--- src/design/assert_macros.svh ---
// ----------------------------------------------------------------------------
// assert_macros.svh
// Clocked assertion macros, empty under synthesis.
// ----------------------------------------------------------------------------
`ifndef ASSERT_MACROS_SVH
`define ASSERT_MACROS_SVH
`ifndef SYNTHESIS
`define AIP_ASSERT(label, clk, rst_n, prop) \
    label: assert property (@(posedge clk) disable iff (!rst_n) prop) \
        else $error("assertion failed");
`define AIP_ASSERT_NEXT(label, clk, rst_n, ante, cons) \
    label: assert property (@(posedge clk) disable iff (!rst_n) (ante) |=> (cons)) \
        else $error("assertion failed");
`else
`define AIP_ASSERT(label, clk, rst_n, prop)
`define AIP_ASSERT_NEXT(label, clk, rst_n, ante, cons)
`endif
`endif

--- src/design/aip_pkg.sv ---
// ----------------------------------------------------------------------------
// aip_pkg
// Types and constants shared by the ASCII integer parser.
// ----------------------------------------------------------------------------
`default_nettype none

package aip_pkg;

    localparam int VALUE_WIDTH  = 32;
    localparam int RESULT_WIDTH = 32;
    localparam int CHAR_WIDTH   = 8;
    localparam int DIGIT_WIDTH  = 4;
    localparam int RADIX_COUNT  = 4;
    localparam int QUEUE_DEPTH  = 2;

    localparam logic [CHAR_WIDTH-1:0] CHAR_SPACE   = 8'h20;
    localparam logic [CHAR_WIDTH-1:0] CHAR_MINUS   = 8'h2D;
    localparam logic [CHAR_WIDTH-1:0] CHAR_ZERO    = 8'h30;
    localparam logic [CHAR_WIDTH-1:0] CHAR_NINE    = 8'h39;
    localparam logic [CHAR_WIDTH-1:0] CHAR_X       = 8'h78;
    localparam logic [CHAR_WIDTH-1:0] CHAR_B       = 8'h62;
    localparam logic [CHAR_WIDTH-1:0] CHAR_LOWER_A = 8'h61;
    localparam logic [CHAR_WIDTH-1:0] CASE_FOLD    = 8'h20;
    localparam logic [CHAR_WIDTH-1:0] LETTER_BASE  = 8'd17;
    localparam logic [CHAR_WIDTH-1:0] LETTER_GAP   = 8'd7;
    localparam logic [CHAR_WIDTH-1:0] DIGIT_MAX    = 8'd9;

    typedef enum logic [1:0] {
        RADIX_BIN = 2'd0,
        RADIX_OCT = 2'd1,
        RADIX_DEC = 2'd2,
        RADIX_HEX = 2'd3
    } radix_t;

    typedef enum logic [2:0] {
        PH_IDLE   = 3'd0,
        PH_LEAD   = 3'd1,
        PH_SIGNED = 3'd2,
        PH_ZERO   = 3'd3,
        PH_DIGITS = 3'd4
    } phase_t;

    typedef struct packed {
        logic                   start;
        logic                   is_space;
        logic                   is_term;
        logic                   is_minus;
        logic                   is_zero;
        logic                   is_dec;
        logic                   is_x;
        logic                   is_b;
        logic [RADIX_COUNT-1:0] radix_ok;
        logic [DIGIT_WIDTH-1:0] digit;
    } char_class_t;

    function automatic logic [CHAR_WIDTH-1:0] radix_value(input radix_t r);
        logic [CHAR_WIDTH-1:0] v;
        begin
            case (r)
                RADIX_BIN: v = 8'd2;
                RADIX_OCT: v = 8'd8;
                RADIX_DEC: v = 8'd10;
                RADIX_HEX: v = 8'd16;
                default:   v = 8'd10;
            endcase
            return v;
        end
    endfunction

endpackage

`default_nettype wire

--- src/design/aip_char_if.sv ---
// ----------------------------------------------------------------------------
// aip_char_if
// Character channel: one ASCII character and its start mark per transfer.
// ----------------------------------------------------------------------------
`default_nettype none

interface aip_char_if;
    logic       valid;
    logic       ready;
    logic [7:0] char_code;
    logic       start_flag;

    modport source (output valid, output char_code, output start_flag, input ready);
    modport sink   (input valid, input char_code, input start_flag, output ready);
endinterface

`default_nettype wire

--- src/design/aip_result_if.sv ---
// ----------------------------------------------------------------------------
// aip_result_if
// Result channel: one parsed value and its error flag per transfer.
// ----------------------------------------------------------------------------
`default_nettype none

interface aip_result_if;
    logic               valid;
    logic               ready;
    logic signed [31:0] parsed_value;
    logic               parse_error;

    modport source (output valid, output parsed_value, output parse_error, input ready);
    modport sink   (input valid, input parsed_value, input parse_error, output ready);
endinterface

`default_nettype wire

--- src/design/ascii_integer_parser_unit.sv ---
// ----------------------------------------------------------------------------
// ascii_integer_parser_unit
// Streaming ASCII-to-integer parser with 0x / 0b / 0 radix prefixes.
// ----------------------------------------------------------------------------
// Takes one character per transfer and sustains one character per clock. A
// character is classified on acceptance, held in a two-entry queue and taken
// from its register by the parse engine, whose single shift-add accumulator
// step per character sets the rate; the output register takes a result when
// the engine pops the character that ends the number. The engine stalls only
// while a finished result waits to be taken and the queue holds up to two
// characters in that time. Values wrap modulo 2^VALUE_WIDTH and are returned
// sign-extended or truncated to 32 bits; errors return zero.
`default_nettype none

module ascii_integer_parser_unit #(
    parameter int VALUE_WIDTH = aip_pkg::VALUE_WIDTH
) (
    input  wire logic    clk,
    input  wire logic    rst_n,
    aip_char_if.sink     chars,
    aip_result_if.source results
);

    logic                 q_push;
    logic                 q_ready;
    logic                 q_valid;
    logic                 q_pop;
    aip_pkg::char_class_t push_entry;
    aip_pkg::char_class_t pop_entry;

    aip_front u_front (
        .chars   (chars),
        .q_ready (q_ready),
        .q_push  (q_push),
        .q_entry (push_entry)
    );

    aip_queue u_queue (
        .clk        (clk),
        .rst_n      (rst_n),
        .push       (q_push),
        .push_entry (push_entry),
        .ready      (q_ready),
        .pop_valid  (q_valid),
        .pop_entry  (pop_entry),
        .pop        (q_pop)
    );

    aip_engine #(
        .VALUE_WIDTH (VALUE_WIDTH)
    ) u_engine (
        .clk     (clk),
        .rst_n   (rst_n),
        .q_valid (q_valid),
        .q_entry (pop_entry),
        .q_pop   (q_pop),
        .results (results)
    );

endmodule

`default_nettype wire

--- src/design/aip_front.sv ---
// ----------------------------------------------------------------------------
// aip_front
// Accepts characters and classifies them for the parse engine.
// ----------------------------------------------------------------------------
`default_nettype none

module aip_front (
    aip_char_if.sink             chars,
    input  wire logic            q_ready,
    output logic                 q_push,
    output aip_pkg::char_class_t q_entry
);

    localparam int CW = aip_pkg::CHAR_WIDTH;

    logic [CW-1:0] c;
    logic [CW-1:0] folded;
    logic [CW-1:0] d0;
    logic [CW-1:0] d1;
    logic          above_letters;
    logic          letter_bad;

    assign c = chars.char_code;
    assign chars.ready = q_ready;
    assign q_push = chars.valid && q_ready;

    always_comb
    begin
        folded        = (c >= aip_pkg::CHAR_LOWER_A) ? c - aip_pkg::CASE_FOLD : c;
        d0            = folded - aip_pkg::CHAR_ZERO;
        above_letters = (d0 >= aip_pkg::LETTER_BASE);
        d1            = above_letters ? d0 - aip_pkg::LETTER_GAP : d0;
        letter_bad    = above_letters && (d1 <= aip_pkg::DIGIT_MAX);

        q_entry.start    = chars.start_flag;
        q_entry.is_space = (c == aip_pkg::CHAR_SPACE);
        q_entry.is_term  = (c <= aip_pkg::CHAR_SPACE);
        q_entry.is_minus = (c == aip_pkg::CHAR_MINUS);
        q_entry.is_zero  = (c == aip_pkg::CHAR_ZERO);
        q_entry.is_dec   = (c >= aip_pkg::CHAR_ZERO) && (c <= aip_pkg::CHAR_NINE);
        q_entry.is_x     = (c == aip_pkg::CHAR_X);
        q_entry.is_b     = (c == aip_pkg::CHAR_B);
        q_entry.digit    = d1[aip_pkg::DIGIT_WIDTH-1:0];
        for (int k = 0; k < aip_pkg::RADIX_COUNT; k++)
        begin
            q_entry.radix_ok[k] = !letter_bad &&
                (d1 < aip_pkg::radix_value(aip_pkg::radix_t'(k)));
        end
    end

endmodule

`default_nettype wire

--- src/design/aip_queue.sv ---
// ----------------------------------------------------------------------------
// aip_queue
// Short register queue of classified characters between front and engine.
// ----------------------------------------------------------------------------
`default_nettype none
`include "assert_macros.svh"

module aip_queue (
    input  wire logic                 clk,
    input  wire logic                 rst_n,
    input  wire logic                 push,
    input  wire aip_pkg::char_class_t push_entry,
    output logic                      ready,
    output logic                      pop_valid,
    output aip_pkg::char_class_t      pop_entry,
    input  wire logic                 pop
);

    localparam int DEPTH = aip_pkg::QUEUE_DEPTH;
    localparam int PTR_W = (DEPTH > 1) ? $clog2(DEPTH) : 1;
    localparam int CNT_W = $clog2(DEPTH + 1);

    aip_pkg::char_class_t slot_reg [DEPTH];
    logic [PTR_W-1:0] wr_ptr_reg, wr_ptr_next;
    logic [PTR_W-1:0] rd_ptr_reg, rd_ptr_next;
    logic [CNT_W-1:0] count_reg, count_next;

    function automatic logic [PTR_W-1:0] ptr_inc(input logic [PTR_W-1:0] p);
        begin
            return (p == PTR_W'(DEPTH - 1)) ? '0 : p + PTR_W'(1);
        end
    endfunction

    assign ready     = (count_reg != CNT_W'(DEPTH));
    assign pop_valid = (count_reg != '0);
    assign pop_entry = slot_reg[rd_ptr_reg];

    always_comb
    begin
        wr_ptr_next = push ? ptr_inc(wr_ptr_reg) : wr_ptr_reg;
        rd_ptr_next = pop ? ptr_inc(rd_ptr_reg) : rd_ptr_reg;
        count_next  = count_reg + CNT_W'(push) - CNT_W'(pop);
    end

    always_ff @(posedge clk or negedge rst_n)
    begin
        if (!rst_n)
        begin
            wr_ptr_reg <= '0;
            rd_ptr_reg <= '0;
            count_reg  <= '0;
        end
        else
        begin
            wr_ptr_reg <= wr_ptr_next;
            rd_ptr_reg <= rd_ptr_next;
            count_reg  <= count_next;
        end
    end

    always_ff @(posedge clk)
    begin
        if (push)
        begin
            slot_reg[wr_ptr_reg] <= push_entry;
        end
    end

    `AIP_ASSERT(a_count_bound, clk, rst_n, count_reg <= CNT_W'(DEPTH))
    `AIP_ASSERT(a_pop_nonempty, clk, rst_n, !(pop && count_reg == '0))
    `AIP_ASSERT_NEXT(a_push_only_grows, clk, rst_n, push && !pop, count_reg == $past(count_reg) + CNT_W'(1))

endmodule

`default_nettype wire

--- src/design/aip_engine.sv ---
// ----------------------------------------------------------------------------
// aip_engine
// Parse state machine, accumulator and result register.
// ----------------------------------------------------------------------------
`default_nettype none
`include "assert_macros.svh"

module aip_engine #(
    parameter int VALUE_WIDTH = aip_pkg::VALUE_WIDTH
) (
    input  wire logic                 clk,
    input  wire logic                 rst_n,
    input  wire logic                 q_valid,
    input  wire aip_pkg::char_class_t q_entry,
    output logic                      q_pop,
    aip_result_if.source              results
);

    localparam int VW = VALUE_WIDTH;
    localparam int RW = aip_pkg::RESULT_WIDTH;
    localparam int DW = aip_pkg::DIGIT_WIDTH;

    aip_pkg::phase_t phase_reg, phase_next, phase_cur;
    aip_pkg::radix_t radix_reg, radix_next, radix_cur;
    logic            negative_reg, negative_next, negative_cur;
    logic [VW-1:0]   acc_reg, acc_next, acc_cur, acc_step;
    logic [VW-1:0]   digit_ext;
    logic            advance;
    logic            emit;
    logic            emit_error;
    logic [VW-1:0]   emit_value;
    logic signed [VW-1:0] emit_signed;

    logic                 out_valid_reg, out_valid_next;
    logic signed [RW-1:0] out_value_reg;
    logic                 out_error_reg;

    assign advance = q_valid && (!out_valid_reg || results.ready);
    assign q_pop   = advance;

    assign phase_cur    = q_entry.start ? aip_pkg::PH_LEAD : phase_reg;
    assign radix_cur    = q_entry.start ? aip_pkg::RADIX_BIN : radix_reg;
    assign negative_cur = q_entry.start ? 1'b0 : negative_reg;
    assign acc_cur      = q_entry.start ? '0 : acc_reg;
    assign digit_ext    = VW'(q_entry.digit);

    always_comb
    begin
        case (radix_cur)
            aip_pkg::RADIX_BIN: acc_step = (acc_cur << 1) + digit_ext;
            aip_pkg::RADIX_OCT: acc_step = (acc_cur << 3) + digit_ext;
            aip_pkg::RADIX_DEC: acc_step = (acc_cur << 3) + (acc_cur << 1) + digit_ext;
            aip_pkg::RADIX_HEX: acc_step = (acc_cur << 4) + digit_ext;
            default:            acc_step = acc_cur;
        endcase
    end

    // next state
    always_comb
    begin
        phase_next = phase_reg;
        if (advance)
        begin
            case (phase_cur)
                aip_pkg::PH_LEAD:
                begin
                    if (q_entry.is_space)      phase_next = aip_pkg::PH_LEAD;
                    else if (q_entry.is_minus) phase_next = aip_pkg::PH_SIGNED;
                    else if (q_entry.is_zero)  phase_next = aip_pkg::PH_ZERO;
                    else if (q_entry.is_dec)   phase_next = aip_pkg::PH_DIGITS;
                    else                       phase_next = aip_pkg::PH_IDLE;
                end
                aip_pkg::PH_SIGNED:
                begin
                    if (q_entry.is_zero)       phase_next = aip_pkg::PH_ZERO;
                    else if (q_entry.is_dec)   phase_next = aip_pkg::PH_DIGITS;
                    else                       phase_next = aip_pkg::PH_IDLE;
                end
                aip_pkg::PH_ZERO:
                begin
                    if (q_entry.is_x || q_entry.is_b)          phase_next = aip_pkg::PH_DIGITS;
                    else if (q_entry.is_term)                  phase_next = aip_pkg::PH_IDLE;
                    else if (q_entry.radix_ok[aip_pkg::RADIX_OCT])
                                                               phase_next = aip_pkg::PH_DIGITS;
                    else                                       phase_next = aip_pkg::PH_IDLE;
                end
                aip_pkg::PH_DIGITS:
                begin
                    if (q_entry.is_term)                       phase_next = aip_pkg::PH_IDLE;
                    else if (q_entry.radix_ok[radix_cur])      phase_next = aip_pkg::PH_DIGITS;
                    else                                       phase_next = aip_pkg::PH_IDLE;
                end
                default: phase_next = aip_pkg::PH_IDLE;
            endcase
        end
    end

    // datapath and result
    always_comb
    begin
        radix_next    = radix_cur;
        negative_next = negative_cur;
        acc_next      = acc_cur;
        emit          = 1'b0;
        emit_error    = 1'b0;
        emit_value    = '0;
        case (phase_cur)
            aip_pkg::PH_LEAD, aip_pkg::PH_SIGNED:
            begin
                if (phase_cur == aip_pkg::PH_LEAD && q_entry.is_space)
                begin
                end
                else if (phase_cur == aip_pkg::PH_LEAD && q_entry.is_minus)
                begin
                    negative_next = 1'b1;
                end
                else if (q_entry.is_zero)
                begin
                end
                else if (q_entry.is_dec)
                begin
                    radix_next = aip_pkg::RADIX_DEC;
                    acc_next   = digit_ext;
                end
                else
                begin
                    emit       = 1'b1;
                    emit_error = 1'b1;
                end
            end
            aip_pkg::PH_ZERO:
            begin
                if (q_entry.is_x)
                begin
                    radix_next = aip_pkg::RADIX_HEX;
                    acc_next   = '0;
                end
                else if (q_entry.is_b)
                begin
                    radix_next = aip_pkg::RADIX_BIN;
                    acc_next   = '0;
                end
                else if (q_entry.is_term)
                begin
                    emit = 1'b1;
                end
                else if (q_entry.radix_ok[aip_pkg::RADIX_OCT])
                begin
                    radix_next = aip_pkg::RADIX_OCT;
                    acc_next   = digit_ext;
                end
                else
                begin
                    emit       = 1'b1;
                    emit_error = 1'b1;
                end
            end
            aip_pkg::PH_DIGITS:
            begin
                if (q_entry.is_term)
                begin
                    emit       = 1'b1;
                    emit_value = negative_cur ? -acc_cur : acc_cur;
                end
                else if (q_entry.radix_ok[radix_cur])
                begin
                    acc_next = acc_step;
                end
                else
                begin
                    emit       = 1'b1;
                    emit_error = 1'b1;
                end
            end
            default:
            begin
            end
        endcase
    end

    assign emit_signed    = emit_value;
    assign out_valid_next = (advance && emit) ? 1'b1 :
                            (results.ready ? 1'b0 : out_valid_reg);

    always_ff @(posedge clk or negedge rst_n)
    begin
        if (!rst_n)
        begin
            phase_reg     <= aip_pkg::PH_IDLE;
            radix_reg     <= aip_pkg::RADIX_BIN;
            negative_reg  <= 1'b0;
            acc_reg       <= '0;
            out_valid_reg <= 1'b0;
        end
        else
        begin
            phase_reg     <= phase_next;
            out_valid_reg <= out_valid_next;
            if (advance)
            begin
                radix_reg    <= radix_next;
                negative_reg <= negative_next;
                acc_reg      <= acc_next;
            end
        end
    end

    always_ff @(posedge clk)
    begin
        if (advance && emit)
        begin
            out_value_reg <= RW'(emit_signed);
            out_error_reg <= emit_error;
        end
    end

    assign results.valid        = out_valid_reg;
    assign results.parsed_value = out_value_reg;
    assign results.parse_error  = out_error_reg;

    `AIP_ASSERT(a_error_is_zero, clk, rst_n, !(out_valid_reg && out_error_reg && out_value_reg != '0))
    `AIP_ASSERT_NEXT(a_emit_goes_idle, clk, rst_n, advance && emit, phase_reg == aip_pkg::PH_IDLE)
    `AIP_ASSERT(a_no_pop_on_stall, clk, rst_n, !(q_pop && out_valid_reg && !results.ready))

endmodule

`default_nettype wire

--- src/flat_wrapper.sv ---
// flat-port wrapper written by rule: the top's interface ports become plain ports
module ascii_integer_parser_unit_flat 
#(
    parameter int VALUE_WIDTH = aip_pkg::VALUE_WIDTH
)
  (clk, rst_n, chars_valid, chars_char_code, chars_start_flag, chars_ready, results_valid, results_parsed_value, results_parse_error, results_ready);
  aip_char_if chars_i ();
  aip_result_if results_i ();
  input  wire logic clk;
  input  wire logic rst_n;
  input wire logic [$bits(chars_i.valid)-1:0] chars_valid;
  input wire logic [$bits(chars_i.char_code)-1:0] chars_char_code;
  input wire logic [$bits(chars_i.start_flag)-1:0] chars_start_flag;
  output wire logic [$bits(chars_i.ready)-1:0] chars_ready;
  output wire logic [$bits(results_i.valid)-1:0] results_valid;
  output wire logic [$bits(results_i.parsed_value)-1:0] results_parsed_value;
  output wire logic [$bits(results_i.parse_error)-1:0] results_parse_error;
  input wire logic [$bits(results_i.ready)-1:0] results_ready;
  assign chars_i.valid = chars_valid;
  assign chars_i.char_code = chars_char_code;
  assign chars_i.start_flag = chars_start_flag;
  assign chars_ready = chars_i.ready;
  assign results_valid = results_i.valid;
  assign results_parsed_value = results_i.parsed_value;
  assign results_parse_error = results_i.parse_error;
  assign results_i.ready = results_ready;
  ascii_integer_parser_unit #(.VALUE_WIDTH(VALUE_WIDTH)) u_core (.clk(clk), .rst_n(rst_n), .chars(chars_i), .results(results_i));
endmodule
--- config.mk ---
export PLATFORM = sky130hd
export DESIGN_NAME = ascii_integer_parser_unit_flat
export DESIGN_NICKNAME = d
export VERILOG_FILES = /design/src/design/aip_pkg.sv /design/src/design/aip_char_if.sv /design/src/design/aip_result_if.sv /design/src/design/ascii_integer_parser_unit.sv /design/src/design/aip_front.sv /design/src/design/aip_queue.sv /design/src/design/aip_engine.sv /design/src/flat_wrapper.sv
export VERILOG_INCLUDE_DIRS = /design/src /design/src/design
export SDC_FILE = /design/constraint.sdc
export NUM_CORES = 1
export LEC_CHECK = 0
export ABC_AREA = 1
export BUFFER_PORTS_ARGS = -buffer_cell sky130_fd_sc_hd__buf_2
export CAP_MARGIN = 20
export CORE_MARGIN = 3
export CORE_UTILIZATION = 60
export DETAILED_ROUTE_END_ITERATION = 7
export GPL_ROUTABILITY_DRIVEN = 0
export HOLD_SLACK_MARGIN = 0.08
export PLACE_DENSITY_LB_ADDON = 0.1
export SLEW_MARGIN = 25
export SYNTH_ARGS = -nofsm -noshare
export SYNTH_HDL_FRONTEND = slang
export SYNTH_SLANG_ARGS = --single-unit
--- constraint.sdc ---
create_clock -name clk -period 4 [get_ports clk]
set_clock_uncertainty 0.1 [all_clocks]
set_input_delay 0 -clock clk [delete_from_list [all_inputs] [get_ports clk]]
set_output_delay 0 -clock clk [all_outputs]
set_load 0.03 [all_outputs]
==> run summary <==
CLOCK NETWORK
------------------------------------------------------------------------------------------------------
Later-pin clock latency in the skew report ..............................................       360 ps
CTS root buffer ......................................................................... sky130_fd_sc_hd__clkbuf_16
CTS HTree Levels ........................................................................            3
Sinks on the clock net ..................................................................          108
Buffer levels on the longest clock path .................................................            2
Clock tree from TritonCTS ...............................................................         done
Inserted Clock Buffers ..................................................................            9
Clock transition at the register clock pins on the worst setup and hold paths after CTS .        80 ps

FINAL LAYOUT
------------------------------------------------------------------------------------------------------
Number of nets in the layout ............................................................        1,636
Layout Cells excl Fill ..................................................................        1,774
Final Core Density ......................................................................        68.0%
ANT cells ...............................................................................            0
Area grow syn2layout ....................................................................        9.35%
Fraction of layout instances using a drive strength above 1 .............................        12.9%

WORST HOLD PATH
------------------------------------------------------------------------------------------------------
Worst Hold Launch ....................................................................... chars_char_code[1]
Type of the tightest min-delay check .................................................... input pin to register
Worst hold stages .......................................................................            5
WHS Endpoint ............................................................................ u_core.u_queue.slot_reg[0][1]

TIMING
------------------------------------------------------------------------------------------------------
Fin worst setup slack ...................................................................       309 ps
RSZ-0062 raised after global routing ....................................................         true
Number of setup violations in the final report ..........................................            0
Share of the clock period used by the worst path after layout ...........................        92.3%
Hold violation total from the final report ..............................................            0
Transition time at the pin with the least slew margin ...................................       837 ps
Max_slew headroom .......................................................................        43.8%
Pins Over Slew Limit ....................................................................            0
Sum Neg Setup Slack .....................................................................         0 ps
Min Clock Period, post-route ............................................................      3690 ps
Fmax ....................................................................................      271 MHz

CRITICAL PATH
------------------------------------------------------------------------------------------------------
Setup slack of the most critical reg-to-reg path ........................................       310 ps
Critical R2R Capture .................................................................... u_core.u_engine.acc_reg[26]
Kind of start point of the critical path ................................................     register
Critical Path RT ........................................................................      4140 ps
Beginning of the worst register-to-register path ........................................ u_core.u_queue.rd_ptr_reg
Data arrival time of the critical path ..................................................      3830 ps
CP Capture Type .........................................................................     register
Kind of critical path ................................................................... register to register
Worst reg2reg path depth ................................................................           24
Peak fanout along the critical path .....................................................           13

PLACE
------------------------------------------------------------------------------------------------------
Post-placement worst setup slack ........................................................       210 ps
Placed wire-length estimate .............................................................      25.6 mm
Number of placed instances with taps included ...........................................        1,745
Port bufs ...............................................................................           47

ROUTING
------------------------------------------------------------------------------------------------------
Drt first-iter violations ...............................................................        1,414
Post-route antenna net violation count ..................................................            0
Post-detailed-route wirelength per cell .................................................      18.9 µm
Wirelength, routed ......................................................................      33.5 mm
DRC viols ...............................................................................            2
Via count ...............................................................................       10,900
Detailed Routing Iterations Pass 1 ......................................................            8
Vias per Instance .......................................................................         6.17

SYNTHESIS
------------------------------------------------------------------------------------------------------
Synth Cell Area .........................................................................   10,500 µm²
Share of async-settable or async-resettable flops after synthesis .......................        39.8%
Synth cell types ........................................................................           61
Synthesized area divided by synthesized cell count ......................................     7.04 µm²
Post-Synthesis Cells ....................................................................        1,484
Number of flops mapped to enable cells by yosys .........................................           65
Synthesized net count ...................................................................        1,571
Sequential fraction of the synthesis area ...............................................        29.0%
Flip-flop cell with the highest count after synthesis ................................... sky130_fd_sc_hd__edfxtp_1
Warning count from the yosys run ........................................................            0
FF+latch count, synth ...................................................................          108

DIE
------------------------------------------------------------------------------------------------------
Core Region .............................................................................   16,800 µm²
Horiz. Die Dim ..........................................................................       138 µm
Die Ht ..................................................................................       138 µm
Area of the die .........................................................................   19,000 µm²
Number of placed I/O pins ...............................................................           48
Rows ....................................................................................           47
Initial core utilization ................................................................        62.1%

GRT
------------------------------------------------------------------------------------------------------
Global router's overall resource usage ..................................................        35.2%
Residual overflow from global routing ...................................................            0
Global-route wire length before repair ..................................................      52.2 mm
Largest net degree at the start of global routing .......................................           44
Initial antenna violation count .........................................................            0
Via count of the first global-routing pass ..............................................        9,848

RUN STATUS
------------------------------------------------------------------------------------------------------
Violated checks ......................................................................... design-rule violations
Run status .............................................................................. finished with violations

POWER AND IR DROP
------------------------------------------------------------------------------------------------------
Sw frac .................................................................................        51.1%
Combinational share of power ............................................................        57.9%
Leakage power ...........................................................................   0.00515 µW
Total power density per cell area .......................................................   518 nW/µm²
Largest vdd supply drop .................................................................   0.000389 V
Clock share of power ....................................................................        15.0%
Flop pwr share ..........................................................................        27.1%
Psw .....................................................................................      3020 µW
Internal Pwr Total ......................................................................      2900 µW

FLOW RUN
------------------------------------------------------------------------------------------------------
Max-cap check violation count ...........................................................            0

stage by stage:
step	cell area [µm²]	hold WS, ps	total power [µW]
floorplan	10500	-396	4010
global placement	11000	89.6	4860
detailed placement	11000	-30.3	4910
CTS	11400	105	5820
global route	11400	146	6240
finish	11400	99.3	5920
critical path: stages, from the launching register on:
cell                      delay [ps]
sky130_fd_sc_hd__dfrtp_1         460
sky130_fd_sc_hd__inv_4           170
sky130_fd_sc_hd__nand2_4          80
sky130_fd_sc_hd__nand2_8         100
sky130_fd_sc_hd__inv_2            40
sky130_fd_sc_hd__buf_4           160
sky130_fd_sc_hd__nand2_2         130
sky130_fd_sc_hd__inv_1           150
sky130_fd_sc_hd__ha_1            330
sky130_fd_sc_hd__ha_1            390
sky130_fd_sc_hd__nand3_1         110
sky130_fd_sc_hd__nand2_1         130
sky130_fd_sc_hd__nand2_1          60
sky130_fd_sc_hd__nand2_1         150
sky130_fd_sc_hd__nand2_1          70
sky130_fd_sc_hd__nand2_1         100
sky130_fd_sc_hd__nand3_1         150
sky130_fd_sc_hd__nand2_1         140
sky130_fd_sc_hd__nand2_1          80
sky130_fd_sc_hd__nand2_1          60
sky130_fd_sc_hd__nand2_1          40
sky130_fd_sc_hd__nand3_1         100
sky130_fd_sc_hd__nand3_1         100
sky130_fd_sc_hd__nand2_1          90
sky130_fd_sc_hd__nand2_1          50
power groups by stage:
stage	registers [µW]	logic (µW)	clock network [µW]
finish	1610	3430	888
global route	1630	3680	931
CTS	1600	3330	886
detailed placement	1620	3290	0
floorplan	1790	2220	0
global placement	1630	3240	0
kinds of logic after synthesis:
group | after synthesis | synth area share (%)
AND/OR/NAND/NOR | 791 | 36.7
AO/OA/AOI/OAI | 287 | 15.1
buffers and inverters | 192 | 7.52
flip-flops | 108 | 29.0
adder cells (fa/ha/maj) | 74 | 9.00
XOR/XNOR | 28 | 2.35
multiplexers | 4 | 0.383
cells in the final DEF, fill, tap and decap left out, drive strengths merged, types with 5 or more instances in the layout:
cell and instances:
nor2 197, nand3 142, buf 72, nand3b 5, xor2 23, o22ai 6, nand4 22, clkbuf 10
dlygate4sd3 13, inv 161, edfxtp 65, or2 8, o21ai 113, a311oi 8, o211ai 6, ha 72
nor3 28, dfrtp 43, a21oi 125, clkinv 5, nand2 384, xnor2 5
synthesized netlist by cell type (5+ instances only):
library cell,count,share of area (%)
sky130_fd_sc_hd__nand3_1,141,6.8
sky130_fd_sc_hd__nor2_8,11,2.1
sky130_fd_sc_hd__nor2_2,26,1.6
sky130_fd_sc_hd__a311oi_1,8,0.67
sky130_fd_sc_hd__inv_1,144,5.2
sky130_fd_sc_hd__o21ai_1,14,0.67
sky130_fd_sc_hd__xnor2_1,5,0.42
sky130_fd_sc_hd__nand2_1,366,13
sky130_fd_sc_hd__o21ai_0,97,4.6
sky130_fd_sc_hd__nor3_1,18,0.86
sky130_fd_sc_hd__nor3_2,6,0.57
sky130_fd_sc_hd__xor2_1,23,1.9
sky130_fd_sc_hd__inv_2,14,0.50
sky130_fd_sc_hd__nor2_1,140,5.0
sky130_fd_sc_hd__o22ai_1,6,0.36
sky130_fd_sc_hd__or2_2,7,0.42
sky130_fd_sc_hd__dfrtp_1,43,10
sky130_fd_sc_hd__nand4_1,21,1.3
sky130_fd_sc_hd__nand2_2,16,0.96
sky130_fd_sc_hd__nand3b_1,5,0.36
sky130_fd_sc_hd__nor2_4,20,2.2
sky130_fd_sc_hd__clkbuf_1,14,0.50
sky130_fd_sc_hd__o211ai_1,6,0.43
sky130_fd_sc_hd__a21oi_1,124,5.9
sky130_fd_sc_hd__buf_2,10,0.48
sky130_fd_sc_hd__ha_1,72,8.6
sky130_fd_sc_hd__edfxtp_1,65,19
routing by layer:
metal	up-vias	wire (µm)	GRT usage (%)
li1	5171	-	-
met1	4911	13800	49.1
met2	719	14300	53.0
met3	139	3750	7.44
met4	0	1610	15.1
met5	-	0	0
worst max path at each step:
stage	from	end	slack (ps)
after floorplan	u_core.u_queue.rd_ptr_reg	u_core.u_engine.acc_reg[15]	780
final	u_core.u_queue.rd_ptr_reg	u_core.u_engine.acc_reg[26]	310
after global placement	u_core.u_queue.rd_ptr_reg	u_core.u_engine.acc_reg[15]	350
after global routing	u_core.u_queue.rd_ptr_reg	u_core.u_engine.acc_reg[17]	-3
after CTS	u_core.u_queue.rd_ptr_reg	u_core.u_engine.acc_reg[15]	190
after detailed placement	u_core.u_queue.rd_ptr_reg	u_core.u_engine.acc_reg[15]	210
area by class of cell:
class	count	area (µm²)
Fill cell	1500	5390
Clock buffer	10	229
Timing Repair Buffer	85	593
Multi-Input combinational cell	1184	6640
Sequential cell	108	3030
Clock inverter	6	56.3
Tap cell	220	275
Inverter	161	607
repair_timing:
item / in CTS / in global routing
resized for setup: 0 / 4
hold buffers: 13 / 0
hold endpoints to repair: 63 / 0
setup endpoints to repair: 0 / 8
buffers inserted: 0 / 0
(Power assumes the default switching activity.)
